**src/sv/asra_pkg.sv**
```systemverilog
// ----------------------------------------------------------------------------
// ADC serial reader averager - package
// Widths, codes and the result word type shared by the block and its checker.
// ----------------------------------------------------------------------------
package asra_pkg;

	localparam int SAMPLE_BITS = 18;
	localparam int AVG_COUNT   = 1024;
	localparam int AVG_LOG2    = $clog2(AVG_COUNT);

	localparam int OPC_W  = 2;
	localparam int CFG_W  = 18;
	localparam int IDX_W  = 1;
	localparam int TICK_W = 8;
	localparam int BIT_W  = 5;
	localparam int READ_W = SAMPLE_BITS + 1;
	localparam int SUM_W  = READ_W + AVG_LOG2 + 1;
	localparam int CNT_W  = AVG_LOG2 + 1;

	localparam logic [TICK_W-1:0] CONVERT_TICKS_RST = TICK_W'(40);

	// opcodes
	localparam logic [OPC_W-1:0] OP_TICK   = 2'd0;
	localparam logic [OPC_W-1:0] OP_SINGLE = 2'd1;
	localparam logic [OPC_W-1:0] OP_AVG    = 2'd2;

	// register indexes
	localparam logic [IDX_W-1:0] REG_ZERO_OFFSET   = 1'd0;
	localparam logic [IDX_W-1:0] REG_CONVERT_TICKS = 1'd1;

	typedef enum logic [2:0] {
		PH_IDLE = 3'b001,
		PH_CONV = 3'b010,
		PH_READ = 3'b100
	} phase_t;

	typedef struct packed {
		logic                     convert_level;
		logic                     clock_level;
		logic                     busy_res;
		logic                     reading_valid;
		logic signed [READ_W-1:0] reading;
		logic                     average_valid;
		logic signed [READ_W-1:0] average;
	} res_t;

endpackage

```
**src/sv/adc_serial_reader_averager_top.sv**
```systemverilog
// ----------------------------------------------------------------------------
// ADC serial reader averager - top level
// Tick-driven serial converter readout with offset correction and averaging.
// ----------------------------------------------------------------------------
// Each accepted word is one tick of the pin sequencer and yields exactly one
// result word. A word is taken every clock cycle while the output side keeps
// up; the result passes the stage-1 register, then the rounding of the
// average into a two-entry output queue, before it is presented. A single
// reading spans max(convert_ticks, 1) + 36 ticks, an averaged run AVG_COUNT
// times that. in_ready depends only on internal occupancy, not on out_ready.
module adc_serial_reader_averager_top (
	input  logic                             clk,
	input  logic                             arst_n,
	input  logic                             cfg_we,
	input  logic [asra_pkg::IDX_W-1:0]       cfg_index,
	input  logic [asra_pkg::CFG_W-1:0]       cfg_data,
	input  logic                             in_valid,
	output logic                             in_ready,
	input  logic [asra_pkg::OPC_W-1:0]       opcode,
	input  logic                             data_in,
	output logic                             out_valid,
	input  logic                             out_ready,
	output logic                             convert_level,
	output logic                             clock_level,
	output logic                             busy_res,
	output logic                             reading_valid,
	output logic signed [asra_pkg::READ_W-1:0] reading,
	output logic                             average_valid,
	output logic signed [asra_pkg::READ_W-1:0] average
);
	import asra_pkg::*;

	// configuration
	logic [CFG_W-1:0]  zero_offset_q;
	logic [TICK_W-1:0] convert_ticks_q;

	// sequencer state
	phase_t              phase_q;
	logic [TICK_W-1:0]   tick_q;
	logic [BIT_W-1:0]    bit_q;
	logic [SAMPLE_BITS-1:0] shift_q;
	logic                averaging_q;
	logic signed [SUM_W-1:0] sum_q;
	logic [CNT_W-1:0]    taken_q;

	// next state and raw results
	phase_t              phase_n;
	logic [TICK_W-1:0]   tick_n;
	logic [BIT_W-1:0]    bit_n;
	logic [SAMPLE_BITS-1:0] shift_n;
	logic                averaging_n;
	logic signed [SUM_W-1:0] sum_n;
	logic [CNT_W-1:0]    taken_n;
	logic                cnv_c, clk_c, rv_c, av_c;
	logic signed [READ_W-1:0] rd_c;

	// stage 1
	logic                valid_s1;
	logic                cnv_s1, clk_s1, busy_s1, rv_s1, av_s1;
	logic signed [READ_W-1:0] rd_s1;
	logic signed [SUM_W-1:0]  sum_s1;

	// output queue
	res_t       fifo_q [2];
	logic       wr_ptr_q, rd_ptr_q;
	logic [1:0] count_q;
	logic       push, pop, in_acc;
	res_t       res_c;

	assign push     = valid_s1 && !count_q[1];
	assign pop      = out_valid && out_ready;
	assign in_ready = !valid_s1 || push;
	assign in_acc   = in_valid && in_ready;

	always_ff @(posedge clk or negedge arst_n) begin
		if (!arst_n) begin
			zero_offset_q   <= '0;
			convert_ticks_q <= CONVERT_TICKS_RST;
		end else if (cfg_we) begin
			unique case (cfg_index)
				REG_ZERO_OFFSET:   zero_offset_q   <= cfg_data;
				REG_CONVERT_TICKS: convert_ticks_q <= cfg_data[TICK_W-1:0];
				default: ;
			endcase
		end
	end

	always_comb begin
		logic [TICK_W-1:0] ct;
		logic signed [READ_W-1:0] corr;
		phase_n     = phase_q;
		tick_n      = tick_q;
		bit_n       = bit_q;
		shift_n     = shift_q;
		averaging_n = averaging_q;
		sum_n       = sum_q;
		taken_n     = taken_q;
		cnv_c       = 1'b0;
		clk_c       = 1'b0;
		rv_c        = 1'b0;
		av_c        = 1'b0;
		rd_c        = '0;
		ct          = (convert_ticks_q == '0) ? TICK_W'(1) : convert_ticks_q;
		corr        = $signed({shift_q[SAMPLE_BITS-1], shift_q})
		            - $signed({zero_offset_q[CFG_W-1], zero_offset_q});

		if (phase_q != PH_CONV && phase_q != PH_READ) begin
			phase_n = PH_IDLE;
			if (opcode == OP_SINGLE || opcode == OP_AVG) begin
				averaging_n = (opcode == OP_AVG);
				sum_n       = '0;
				taken_n     = '0;
				phase_n     = PH_CONV;
				tick_n      = '0;
			end
		end

		unique case (phase_n)
			PH_CONV: begin
				cnv_c  = 1'b1;
				tick_n = tick_n + TICK_W'(1);
				if (tick_n >= ct) begin
					phase_n = PH_READ;
					tick_n  = '0;
					bit_n   = '0;
					shift_n = '0;
				end
			end
			PH_READ: begin
				if (tick_n == '0) begin
					// clock high: sample MSB first
					clk_c   = 1'b1;
					shift_n = {shift_q[SAMPLE_BITS-2:0], data_in};
					tick_n  = TICK_W'(1);
				end else begin
					tick_n = '0;
					bit_n  = bit_q + BIT_W'(1);
					if (bit_n >= BIT_W'(SAMPLE_BITS)) begin
						rv_c  = 1'b1;
						rd_c  = corr;
						bit_n = '0;
						if (averaging_n) begin
							sum_n   = sum_n + SUM_W'(corr);
							taken_n = taken_n + CNT_W'(1);
							if (taken_n >= CNT_W'(AVG_COUNT)) begin
								av_c        = 1'b1;
								phase_n     = PH_IDLE;
								averaging_n = 1'b0;
							end else begin
								phase_n = PH_CONV;
							end
						end else begin
							phase_n = PH_IDLE;
						end
					end
				end
			end
			default: ;
		endcase
	end

	always_ff @(posedge clk or negedge arst_n) begin
		if (!arst_n) begin
			phase_q     <= PH_IDLE;
			tick_q      <= '0;
			bit_q       <= '0;
			shift_q     <= '0;
			averaging_q <= 1'b0;
			sum_q       <= '0;
			taken_q     <= '0;
			valid_s1    <= 1'b0;
		end else begin
			if (in_acc) begin
				phase_q     <= phase_n;
				tick_q      <= tick_n;
				bit_q       <= bit_n;
				shift_q     <= shift_n;
				averaging_q <= averaging_n;
				sum_q       <= sum_n;
				taken_q     <= taken_n;
				valid_s1    <= 1'b1;
			end else if (push) begin
				valid_s1 <= 1'b0;
			end
		end
	end

	always_ff @(posedge clk) begin
		if (in_acc) begin
			cnv_s1  <= cnv_c;
			clk_s1  <= clk_c;
			busy_s1 <= (phase_n != PH_IDLE);
			rv_s1   <= rv_c;
			rd_s1   <= rd_c;
			av_s1   <= av_c;
			sum_s1  <= sum_n;
		end
	end

	// rounded mean: trunc toward zero of (2*sum + N) / (2*N)
	always_comb begin
		logic signed [SUM_W+1:0] num;
		logic [SUM_W+1:0] mag, quo, avg_full;
		num      = $signed({sum_s1[SUM_W-1], sum_s1, 1'b0}) + (SUM_W+2)'(AVG_COUNT);
		mag      = num[SUM_W+1] ? (SUM_W+2)'(-num) : (SUM_W+2)'(num);
		quo      = mag >> (AVG_LOG2 + 1);
		avg_full = num[SUM_W+1] ? (SUM_W+2)'(-quo) : quo;

		res_c.convert_level = cnv_s1;
		res_c.clock_level   = clk_s1;
		res_c.busy_res      = busy_s1;
		res_c.reading_valid = rv_s1;
		res_c.reading       = rd_s1;
		res_c.average_valid = av_s1;
		res_c.average       = av_s1 ? $signed(avg_full[READ_W-1:0]) : '0;
	end

	always_ff @(posedge clk or negedge arst_n) begin
		if (!arst_n) begin
			wr_ptr_q <= 1'b0;
			rd_ptr_q <= 1'b0;
			count_q  <= '0;
		end else begin
			if (push) wr_ptr_q <= !wr_ptr_q;
			if (pop)  rd_ptr_q <= !rd_ptr_q;
			count_q <= count_q + {1'b0, push} - {1'b0, pop};
		end
	end

	always_ff @(posedge clk) begin
		if (push) fifo_q[wr_ptr_q] <= res_c;
	end

	assign out_valid     = (count_q != '0);
	assign convert_level = fifo_q[rd_ptr_q].convert_level;
	assign clock_level   = fifo_q[rd_ptr_q].clock_level;
	assign busy_res      = fifo_q[rd_ptr_q].busy_res;
	assign reading_valid = fifo_q[rd_ptr_q].reading_valid;
	assign reading       = fifo_q[rd_ptr_q].reading;
	assign average_valid = fifo_q[rd_ptr_q].average_valid;
	assign average       = fifo_q[rd_ptr_q].average;

endmodule

```
**config.mk**
```make
export PLATFORM = sky130hd
export DESIGN_NAME = adc_serial_reader_averager_top
export DESIGN_NICKNAME = d
export VERILOG_FILES = /design/src/sv/asra_pkg.sv /design/src/sv/adc_serial_reader_averager_top.sv
export SDC_FILE = /design/constraint.sdc
export NUM_CORES = 1
export LEC_CHECK = 0
export BUFFER_PORTS_ARGS = -buffer_cell sky130_fd_sc_hd__buf_2
export CORE_MARGIN = 4
export CORE_UTILIZATION = 43
export DETAILED_ROUTE_END_ITERATION = 7
export PLACE_DENSITY = 0.58
export SLEW_MARGIN = 10
export SYNTH_ARGS = -nofsm -noshare
export SYNTH_HDL_FRONTEND = slang
export SYNTH_SLANG_ARGS = --single-unit
```
**constraint.sdc**
```tcl
create_clock -name clk -period 12.4 [get_ports clk]
set_clock_uncertainty 0.15 [all_clocks]
set_input_delay 1.24 -clock clk [delete_from_list [all_inputs] [get_ports clk]]
set_output_delay 1.24 -clock clk [all_outputs]
set_load 0.1 [all_outputs]
```
* Yosys cells after proc, flatten, opt, wreduce, memory -nomap -nowiden *
Memory sizes are Yosys's and may differ from the RTL's.
Index checks and enable logic that the tools add are counted.

word-level totals
  logic and storage cells = 121
  RAM bits = 86
  memories = 1
  register bits after elaboration = 161

operators by class
  eq/ne operators = 10
  reductions and logical operators = 22
  $lt $le $gt $ge = 3
  bitwise logic cells = 4
  add/sub/neg operators = 10
  multiplexer cells = 51

memory list
  name    words  bits a word  read ports  clocked after Yosys merged registers in  wr ports  line                                  text
  fifo_q  2      43           1           0                                        1         adc_serial_reader_averager_top.sv:64  res_t fifo_q [2];

operator list
  operator                                                    count
  2-to-1 mux 30 bit                                           7
  2-to-1 mux 11 bit                                           6
  2-to-1 mux 19 bit                                           2
  2-to-1 mux 18 bit                                           2
  case mux 18 bit (2 select lines)                            1
  adder 31 x 12 -> 32 bit (second input constant)             1
  2-to-1 mux 8 bit                                            4
  adder 30 x 19 -> 30 bit                                     1
  negator 30 bit                                              1
  negator 19 bit                                              1
  subtractor 18 x 18 -> 19 bit                                1
  zero test 8 bit                                             2
  2-to-1 mux 1 bit                                            16
  case mux 8 bit (2 select lines)                             1
  2-to-1 mux 3 bit                                            5
  2-to-1 mux 5 bit                                            3
  adder 11 x 1 -> 11 bit (second input constant)              1
  greater-or-equal comparator 11 bit (second input constant)  1
  case mux 5 bit (2 select lines)                             1
  adder 8 x 1 -> 8 bit (second input constant)                1
  greater-or-equal comparator 8 bit                           1
  AND reduction 4 bit                                         2
  != test 2 bit (second input constant)                       3
  case mux 3 bit (2 select lines)                             1
  other kinds (21)                                            35

* Logic depth before layout (Yosys ltp) *
  depth in word-level cells = 12
  depth in mapped cells = 24
  depth with buffers taken out = 24

* Worst setup path after synthesis *
OpenSTA, ideal clock, no wires.

  path kind = input -> register
  start point = input opcode[0] in the netlist's numbering
  end point = register shift_q[10]
  arrival = 5.885 ns
  library setup time = 0.066 ns
  setup slack = 6.298 ns
  stages on the path = 21
  buffers on the path = 6
  path through = inv_1 -> ha_1 -> o21bai_1 -> clkbuf_1 -> clkbuf_1 -> clkbuf_1 -> clkbuf_1 -> nand2_1 -> ha_1 -> ha_1 -> a21o_1 -> a21o_1 -> a21o_1 -> a21o_1 -> a21o_1 -> a21o_1 -> a2111oi_2 -> a211o_1 -> clkbuf_1 -> clkbuf_1 -> a22o_1

between the ends
  word-level cells in the longest chain between the ends = 8

RTL lines
  element                                                         line                                   text
  from (decl)                                                     adc_serial_reader_averager_top.sv:19   input logic [asra_pkg::OPC_W-1:0] opcode,
  == test 2 x 1 -> 1 bit / == test 2 bit (equally long branches)  adc_serial_reader_averager_top.sv:109  if (opcode == OP_SINGLE || opcode == OP_AVG) begin
  logical OR 1 bit (*)                                            adc_serial_reader_averager_top.sv:109
  2-to-1 mux 8 bit                                                adc_serial_reader_averager_top.sv:109
  2-to-1 mux 8 bit                                                adc_serial_reader_averager_top.sv:107  if (phase_q != PH_CONV && phase_q != PH_READ) begin
  adder 8 x 1 -> 8 bit                                            adc_serial_reader_averager_top.sv:121  tick_n = tick_n + TICK_W'(1);
  greater-or-equal comparator 8 bit                               adc_serial_reader_averager_top.sv:122  if (tick_n >= ct) begin
  != test 2 bit (no line)                                         n/a
  AND reduction 4 bit (no line)                                   n/a
  to (signal assigned)                                            adc_serial_reader_averager_top.sv:177  shift_q <= shift_n;
  to (decl)                                                       adc_serial_reader_averager_top.sv:41   logic [SAMPLE_BITS-1:0] shift_q;

Mark *: on every way between the ends. The rest lies on a longest branch, timed or not.
A chain may end at the register's enable or synchronous reset.

* Final worst setup path *
  start point = register shift_q[7]
  end point = register sum_s1[26], data pin

between the ends
  word-level cells in the longest chain between the ends = 6

RTL lines
  element                       line                                   text
  subtractor 18 x 18 -> 19 bit  adc_serial_reader_averager_top.sv:105  - $signed({zero_offset_q[CFG_W-1], zero_offset_q});
  adder 30 x 19 -> 30 bit       adc_serial_reader_averager_top.sv:143  sum_n = sum_n + SUM_W'(corr);
  2-to-1 mux 30 bit             adc_serial_reader_averager_top.sv:142  if (averaging_n) begin
  2-to-1 mux 30 bit             adc_serial_reader_averager_top.sv:138  if (bit_n >= BIT_W'(SAMPLE_BITS)) begin
  2-to-1 mux 30 bit             adc_serial_reader_averager_top.sv:130  if (tick_n == '0) begin
  2-to-1 mux 30 bit             adc_serial_reader_averager_top.sv:118  unique case (phase_n)
  named net sum_n[26]           adc_serial_reader_averager_top.sv:52   logic signed [SUM_W-1:0] sum_n;
  to (signal assigned)          adc_serial_reader_averager_top.sv:196  sum_s1 <= sum_n;
  to (decl)                     adc_serial_reader_averager_top.sv:61   logic signed [SUM_W-1:0] sum_s1;

The timed path passes the listed nets, and every way through them passes these cells.

==> run summary <==
Startpoint Class: flop
Hold Crit Class: flop to flop
Resized Gates After CTS: 0
worst-skew pair later-pin latency: 0.56 ns
cell area power density: 205 nW/um^2
combinational power share: 41.0%
Die Area: 36,900 um^2
global route total overflow: 0
WL final: 31,600 um
CTS Hold Buffers Added: 0
Wirelength per Cell: 16.0 um
sequential fraction of the synthesis area: 47.2%
CTS buffer count: 28
Worst Path Required: 12.53 ns
GRT Total Usage: 17.2%
post-route clock period utilization: 47.0%
via count: 10,515
Synth cell types: 91
Warnings, synthesis: 0
number of flops mapped to enable cells by yosys: 140
DR pass1 iterations: 5
Final GP Congestion: 0.839
CP max-delay cell: a311oi_1
Net Sw Power: 0.00146 W
Max VDD drop: 0.148 mV
Die Ht: 192 um
Post-DP Area: 15,300 um^2
status: completed
CTS sink count: 247
largest net degree at the start of global routing: 79
WS Path Type: flop to flop
CP cell instances: ha_1 -> a21oi_1 -> a21oi_1 -> a311oi_1 -> nand2_1 -> a21o_1 -> a21o_1 -> a31oi_1 -> xnor2_1 -> ha_1 -> a21oi_1 -> o22ai_1 -> nor2_1 -> nor2_1 -> a311o_1 -> a21boi_0 -> o21ai_0 -> or3b_2 -> a221oi_1 -> xor2_1 -> o21ai_0
final instance area: 16,300 um^2
crit end category: flop
Via density: 5.33
antenna violations before repair: 0
slew margin rel.: 27.0%
Peak Freq: 172 MHz
final net count: 1,594
dpl hpwl: 22,500 um
CP dominant cell by count: a21oi_1
Hold Path Origin: rd_s1[15]
Leakage: 7.00 nW
Initial Util: 43.6%
sequential share of power: 33.8%
Mapped Area: 14,600 um^2
share of post-route cells with drive strength above 1: 15.7%
I/O pins: 72
Critical Path AT: 5.95 ns
final setup violation count: 0
slowest stage delay, CP: 0.46 ns
Int Power: 0.00190 W
drt first-iter violations: 744
switching share of power: 43.5%
TNS Setup: 0 ns
final core occ: 48.8%
Synth Flop Type: edfxtp_1
syn_area_per_cell: 10.1 um^2
DRC violations left: 0
Syn Nets: 1,537
Clock Tree Buf Depth: 3
die span in x: 192 um
Cell Rows: 67
CP Max Fanout: 6
antenna cells: 0
H-tree levels: 1
flops & latches, synth: 247
Post-CTS Setup Bufs: 0
area grow syn2layout: 12.0%
core area: 33,400 um^2
first-pass GRT wire length: 52,400 um
Pins Over Slew Limit: 0
post-route ant nets: 0
Clock transition at path regs: 0.06 ns
port buffer count: 71
Tightest Pin Transition: 1.09 ns
clk root buf: clkbuf_16
worst reg2reg startpoint: shift_q[7]
Clock Power Share: 25.2%
Fin Hold WS: 0.296 ns
max cap viols: 0
CTS tree: yes
Setup crit start: shift_q[7]
Fin. Hold Viols: 0
vias in the first global route: 9,985
async set-reset flop share out of synthesis: 43.3%
synthesized instance count: 1,445
RSZ-0062 raised after global routing: false
minimum clock period: 5.82 ns
-- synth_stat cells (6+ instances only) --
master    number  share of area (%)
o31ai_1       12               0.62
a21oi_1       65                2.2
o21bai_1       7               0.36
mux2i_1       11               0.76
o211ai_1       7               0.36
and2_1        34                1.5
ha_1          63                5.4
dfrtp_1      104                 18
a31oi_1       15               0.64
nand4_1       15               0.64
xor2_1        40                2.4
clkbuf_1      42                1.1
mux2_2        63                4.9
o21a_1         7               0.36
xnor2_1       66                4.0
and3_1        22               0.94
nor2_1        88                2.3
nand2b_1      15               0.64
edfxtp_1     140                 29
or3_1         12               0.52
nand3_1       33                1.1
a22o_1        22                1.3
o21ai_0       99                3.4
nor4_1        11               0.47
nand2_1      190                4.9
nor2b_1        6               0.26
a21o_1        27                1.4
nor3_1        29                1.0
inv_1         78                2.0
-- worst max-delay path, delay by kind of cell (launching register included) --
family / cells / cell delay (ns)
flops: 1 / 0.40
xor+xnor: 2 / 0.52
compound gates: 13 / 2.97
fa+ha+maj: 2 / 0.75
simple gates: 4 / 0.76
-- metrics by stage --
step	total power [W]	instances	setup slack, ns
after global placement	0.00252	1920	6.38
after global routing	0.00353	1972	6.16
final	0.00335	1972	6.58
after floorplan	0.00229	1445	6.30
after detailed placement	0.00253	1920	6.30
after CTS	0.00339	1972	6.61
-- state kept, by name (all words and copies together), names as in the netlist, 11 cells and up --
signal         count
shift_q           18
sum_q             30
sum_s1            30
fifo_q            86
taken_q           11
rd_s1             19
zero_offset_q     18
-- final timing paths --
kind / end / slack [ns] / cells past startpoint
max in group asynchronous: sum_q[21] / 10.26 / 2
hold reg to reg: fifo_q[1][35] / 0.30 / 0
setup / recovery: sum_s1[26] / 6.58 / 21
min in group asynchronous: convert_ticks_q[4] / 0.53 / 1
hold / removal: fifo_q[1][35] / 0.30 / 0
setup reg to reg: sum_s1[26] / 6.58 / 21
-- final cells by class --
cell class	count	area [um^2]
multi-input combinational	1062	7140
fill	3008	17100
clock buffer	33	781
clock inverter	19	201
sequential	247	6890
tap	448	561
timing repair buffer	83	448
inverter	80	302
-- cells in the final DEF (no fill, tap or decap), types with 27 or more instances in the layout --
master     Yosys  layout
nand2_1      190     190
edfxtp_1     140     140
dfrtp_1      104     103
o21ai_0       99      99
nor2_1        88      85
inv_1         78      77
buf_2          3      70
xnor2_1       66      66
a21oi_1       65      65
mux2_2        63      63
ha_1          63      63
xor2_1        40      40
and2_1        34      34
nand3_1       33      33
clkbuf_16      0      29
nor3_1        29      28
a21o_1        27      27
-- kinds of logic (layout without fill, tap and decap cells) --
| kind of cell | count (synthesis) | in the layout | share of synthesized area, % |
|---|---|---|---|
| AO/OA/AOI/OAI | 328 | 328 | 14.7 |
| buffers and inverters | 136 | 215 | 3.97 |
| XOR/XNOR | 107 | 107 | 6.48 |
| multiplexers | 75 | 75 | 5.73 |
| adder cells (fa/ha/maj) | 66 | 66 | 5.75 |
| AND/OR/NAND/NOR | 486 | 486 | 16.1 |
| flip-flops | 247 | 247 | 47.2 |
-- layer usage --
| metal | global-route usage (%) | vias up | routed length (um) | part of all wire, % |
|---|---|---|---|---|
| met1 | 25.5 | 4946 | 16000 | 51 |
| met5 | 0 | - | 0 | 0 |
| met3 | 2.04 | 39 | 1270 | 4.0 |
| met4 | 3.51 | 0 | 517 | 1.6 |
| met2 | 27.4 | 204 | 13800 | 44 |
| li1 | - | 5326 | - | - |
-- power by group through the flow --
stage	clock network, W	logic (W)	registers [W]
finish	0.000845	0.00137	0.00113
global placement	0	0.00137	0.00115
CTS	0.000867	0.00139	0.00114
floorplan	0	0.00115	0.00113
global route	0.000907	0.00147	0.00115
detailed placement	0	0.00138	0.00115
(Power assumes the default switching activity.)
